## config.mk

```make
export PLATFORM = sky130hd
export DESIGN_NAME = ssd_fifo
export DESIGN_NICKNAME = d
export VERILOG_FILES = /design/src/rtl/ssd_pkg.sv /design/src/rtl/ssd_fifo.sv
export SDC_FILE = /design/constraint.sdc
export NUM_CORES = 2
export LEC_CHECK = 0
export BUFFER_PORTS_ARGS = -buffer_cell sky130_fd_sc_hd__buf_2
export CAP_MARGIN = 20
export CORE_AREA = 10 10 661 663
export DETAILED_ROUTE_END_ITERATION = 16
export DIE_AREA = 0 0 671 673
export PLACE_DENSITY_LB_ADDON = 0.1
export SKIP_CTS_REPAIR_TIMING = 1
export SLEW_MARGIN = 30
export SYNTH_ARGS = -nofsm -noshare
export SYNTH_HDL_FRONTEND = slang
export SYNTH_SLANG_ARGS = --single-unit
```

## constraint.sdc

```tcl
create_clock -name clk -period 43.1 [get_ports clk]
set_clock_uncertainty 0.1 [all_clocks]
set_input_delay 2.155 -clock clk [delete_from_list [all_inputs] [get_ports clk]]
set_output_delay 2.155 -clock clk [all_outputs]
set_load 0.02 [all_outputs]
```

## src/rtl/ssd_pkg.sv

```systemverilog
// ============================================================================
// ssd_pkg - shared types and constants for the segment distance core
// Fixed widths of the datapath, the job record handed from front to back.
// ============================================================================
`default_nettype none

package ssd_pkg;

    localparam int CW        = 32;            // input coordinate, Q16.16
    localparam int DW        = CW + 1;        // endpoint difference
    localparam int PW        = 2 * DW;        // one coordinate product
    localparam int DOTW      = PW + 2;        // dot product of 3-vectors
    localparam int NW        = 140;           // determinant and numerators
    localparam int FRAC_BITS = 36;            // parameter fraction bits
    localparam int QW        = FRAC_BITS + 1; // parameter in [0, 1.0]
    localparam int CMPW      = 73;            // closest-vector component
    localparam int SQW       = 148;           // squared length
    localparam int ROOTW     = 36;            // square root result
    localparam int DISTW     = 34;            // saturated distance

    typedef logic signed [CW-1:0]   coord_t;
    typedef coord_t      [2:0]      point_t;
    typedef logic signed [DW-1:0]   diff_t;
    typedef logic signed [NW-1:0]   num_t;
    typedef logic        [QW-1:0]   frac_t;

    typedef struct packed {
        diff_t [2:0] u;
        diff_t [2:0] v;
        diff_t [2:0] w;
    } geo_t;

    typedef struct packed {
        num_t s_num;
        num_t s_den;
        num_t t_num;
        num_t t_den;
        geo_t geo;
    } job_t;

    localparam frac_t            FRAC_ONE = {1'b1, {FRAC_BITS{1'b0}}};
    localparam logic [DISTW-1:0] DIST_MAX = {DISTW{1'b1}};

endpackage

`default_nettype wire

```

## src/rtl/ssd_fifo.sv

```systemverilog
// ============================================================================
// ssd_fifo - job queue between front and back
// Small register queue; full and empty flags from an occupancy count.
// ============================================================================
`default_nettype none

module ssd_fifo #(
    parameter int DEPTH = 4
) (
    input  wire logic          clk,
    input  wire logic          rst_n,
    input  wire logic          push,
    input  wire ssd_pkg::job_t din,
    output logic               full,
    input  wire logic          pop,
    output ssd_pkg::job_t      dout,
    output logic               empty
);

    localparam int AW = $clog2(DEPTH);
    localparam int NC = $clog2(DEPTH + 1);

    ssd_pkg::job_t mem [DEPTH];
    logic [AW-1:0] wr_ptr_reg, wr_ptr_next;
    logic [AW-1:0] rd_ptr_reg, rd_ptr_next;
    logic [NC-1:0] count_reg, count_next;

    assign full  = (count_reg == NC'(DEPTH));
    assign empty = (count_reg == '0);
    assign dout  = mem[rd_ptr_reg];

    always_comb
    begin
        wr_ptr_next = wr_ptr_reg;
        rd_ptr_next = rd_ptr_reg;
        count_next  = count_reg;
        if (push)
            wr_ptr_next = (wr_ptr_reg == AW'(DEPTH - 1)) ? '0 : wr_ptr_reg + 1'b1;
        if (pop)
            rd_ptr_next = (rd_ptr_reg == AW'(DEPTH - 1)) ? '0 : rd_ptr_reg + 1'b1;
        if (push && !pop)
            count_next = count_reg + 1'b1;
        else if (pop && !push)
            count_next = count_reg - 1'b1;
    end

    always_ff @(posedge clk or negedge rst_n)
    begin
        if (!rst_n)
        begin
            wr_ptr_reg <= '0;
            rd_ptr_reg <= '0;
            count_reg  <= '0;
        end
        else
        begin
            wr_ptr_reg <= wr_ptr_next;
            rd_ptr_reg <= rd_ptr_next;
            count_reg  <= count_next;
        end
    end

    always_ff @(posedge clk)
    begin
        if (push)
            mem[wr_ptr_reg] <= din;
    end

endmodule

`default_nettype wire

```

==> qor.csv <==
metric,value,unit
p_int,0.00743,W
yosysMostFrequentCell,edfxtp_1,
drv_slew,0,
clk_latency,0.93,ns
row_count,239,
start_kind,register,
synth_commonest_cells,"edfxtp_1 (3,428), mux4_2 (857), buf_2 (100)",
power_density,74.2,nW/um2
viasPerCell,4.63,
utilization,0.360,
drc,0,
layout-drive-gt1-share,0.472,
r2r_cells,7,
hp-start,count_reg[2],
fin_crit,8.52,ns
syn_avg_cell_area,27.5,um2
cts_buffers,392,
yosysWarnings,0,
fin_setup_tns,0,ns
hpwl,282000,um
finalSetupViolCount,0,
async_flop_share,0.00204,
grt_pass1_wl,542000,um
cp-end-kind,output pin,
worstPathRequired,40.85,ns
timing.final.ws_setup,34.58,ns
dieHeight,673,um
ys_seq_area_frac,0.832,
p_seq_frac,0.389,
min_delay_path_depth,1,
drt.antenna.violating_nets,0,
grt_overflow,0,
syn_nets,5381,
worst_pin_slew,0.975,ns
synth-edff-count,3428,
portBuffers,1719,
largest_reg_flops,3428,
core_area,423000,um2
netlist-cell-type-count,20,
slew_headroom,0.350,
netlist_area,124000,um2
area_growth,22.8,%
synth_top_area_frac,0.830,
cap_violations,0,
grt_pass1_vias,61500,
grt_antenna_before_repair,425,
critPathKind,reg -> out,
final.period_utilization,0.198,
cts_htree_levels,5,
max_freq,117,MHz
wirelength,402000,um
grt_setup_unrepaired,no,
grt_usage,0.172,
wire_per_inst,31.9,um
worstPathArrival,6.27,ns
hold_path_end,count_reg[2],
timing.rr.start,wr_ptr_reg[0],
crit_start,rd_ptr_reg[0],
ir_drop,0.0475,mV
dp_slack,35.16,ns
io-pin-count,1720,
place_congestion,0.774,
synth_top_flop_cell,edfxtp_1,
fin_area,152000,um2
combPwrFrac,0.323,
cts.path.max_buffers,4,
placed_area,139000,um2
rrSetupSlack,38.02,ns
cts_tree,yes,
vias,58400,
swShare,0.342,
netlist_instances,4513,
hold_path_class,reg -> reg,
clock_sinks,3435,
fillers,39200,
r2r-end,mem[0][647],
p_switching,0.00386,W
grt_max_degree,127,
cts_root_buf,clkbuf_16,
dr.pass1.iters,5,
path_max_fanout,93,
status,finished clean,
synth_area_leaders,"edfxtp_1 (83%), mux4_2 (16%), buf_6 (0.53%)",
leakage,50.6,nW
p_clk_frac,0.288,
clk_pin_slew,0.05,ns
dieArea,452000,um2
totalPowerFinal,0.0113,W
start_util,0.293,
hold_viol,0,
yosys.area.top_type,edfxtp_1,
die_w,671,um
synth-seq-cells,3435,
drtIter0Drc,3998,
nNetsFinal,7408,
[worst max path at each step]
stage	end	slack, ns
2_1_floorplan	mem[2][0]	20.33
3_3_place_gp	dout[542]	34.73
3_5_place_dp	dout[547]	35.16
4_1_cts	dout[547]	34.09
5_1_grt	dout[558]	33.83
6_report	dout[558]	34.58
[kinds of logic after synthesis]
family | Yosys count | synth area share
mux | 860 | 0.156
xor+xnor | 3 | 0.000212
compound gates | 2 | 0.0000807
fa+ha+maj | 7 | 0.000767
flops | 3435 | 0.832
simple gates | 11 | 0.000454
buf+inv | 195 | 0.0107
[cell usage in the layout (no fill, tap or decap), drive strengths merged, types with 2 or more instances in the layout]
| master | Yosys | layout |
|---|---|---|
| clkbuf | 13 | 484 |
| xor2 | 2 | 2 |
| nand2 | 2 | 2 |
| and2 | 4 | 4 |
| bufinv | 0 | 37 |
| clkinv | 0 | 168 |
| mux4 | 857 | 857 |
| inv | 4 | 16 |
| o21ai | 2 | 2 |
| buf | 178 | 1824 |
| clkinvlp | 0 | 10 |
| edfxtp | 3428 | 3428 |
| nor2 | 3 | 3 |
| dfrtp | 7 | 7 |
| ha | 6 | 6 |
| mux2 | 3 | 3 |
| diode | 0 | 81 |
[critical path, cell delays in order, from the launching register on]
cell     delay (ns)
dfrtp_4        0.74
buf_4          0.56
buf_4          0.78
buf_4          0.71
buf_4          0.75
buf_12         0.65
mux4_2         0.63
buf_2          0.19
[power by group through the flow]
stage	logic, W	clock network (W)	registers [W]
6_report	0.00365	0.00326	0.00439
5_1_grt	0.00386	0.00349	0.00443
4_1_cts	0.00381	0.00336	0.00440
3_5_place_dp	0.00380	0	0.00446
3_3_place_gp	0.00379	0	0.00446
2_1_floorplan	0.00223	0	0.00498
[layout make-up]
type                    count  area, um2  share of cell area
diodes                     81        203             0.00133
clock buffers             484      10300              0.0675
clock inverters           227       2310              0.0152
inverters                   4       15.0           0.0000986
multi-input cells         883      19500               0.128
flip-flops and latches   3435     103000               0.677
well taps                5663       7090              0.0465
repair buffers           1824       9710              0.0638
[per-stage QoR]
stage | cells | hold WS [ns]
after CTS | 12500 | 0.395
final | 12600 | 0.398
after global routing | 12600 | 0.410
after global placement | 11800 | 0.377
after floorplan | 4513 | 0.356
after detailed placement | 11800 | 0.379
[layer usage]
metal  up-vias  GRT usage  wire, um
li1      24000          -         -
met1     30800      0.182    138000
met2      2231      0.308    210000
met3      1161     0.0663     34300
met4       210     0.0660     18300
met5         -          0      1330
Power figures use the tool's default switching activity.
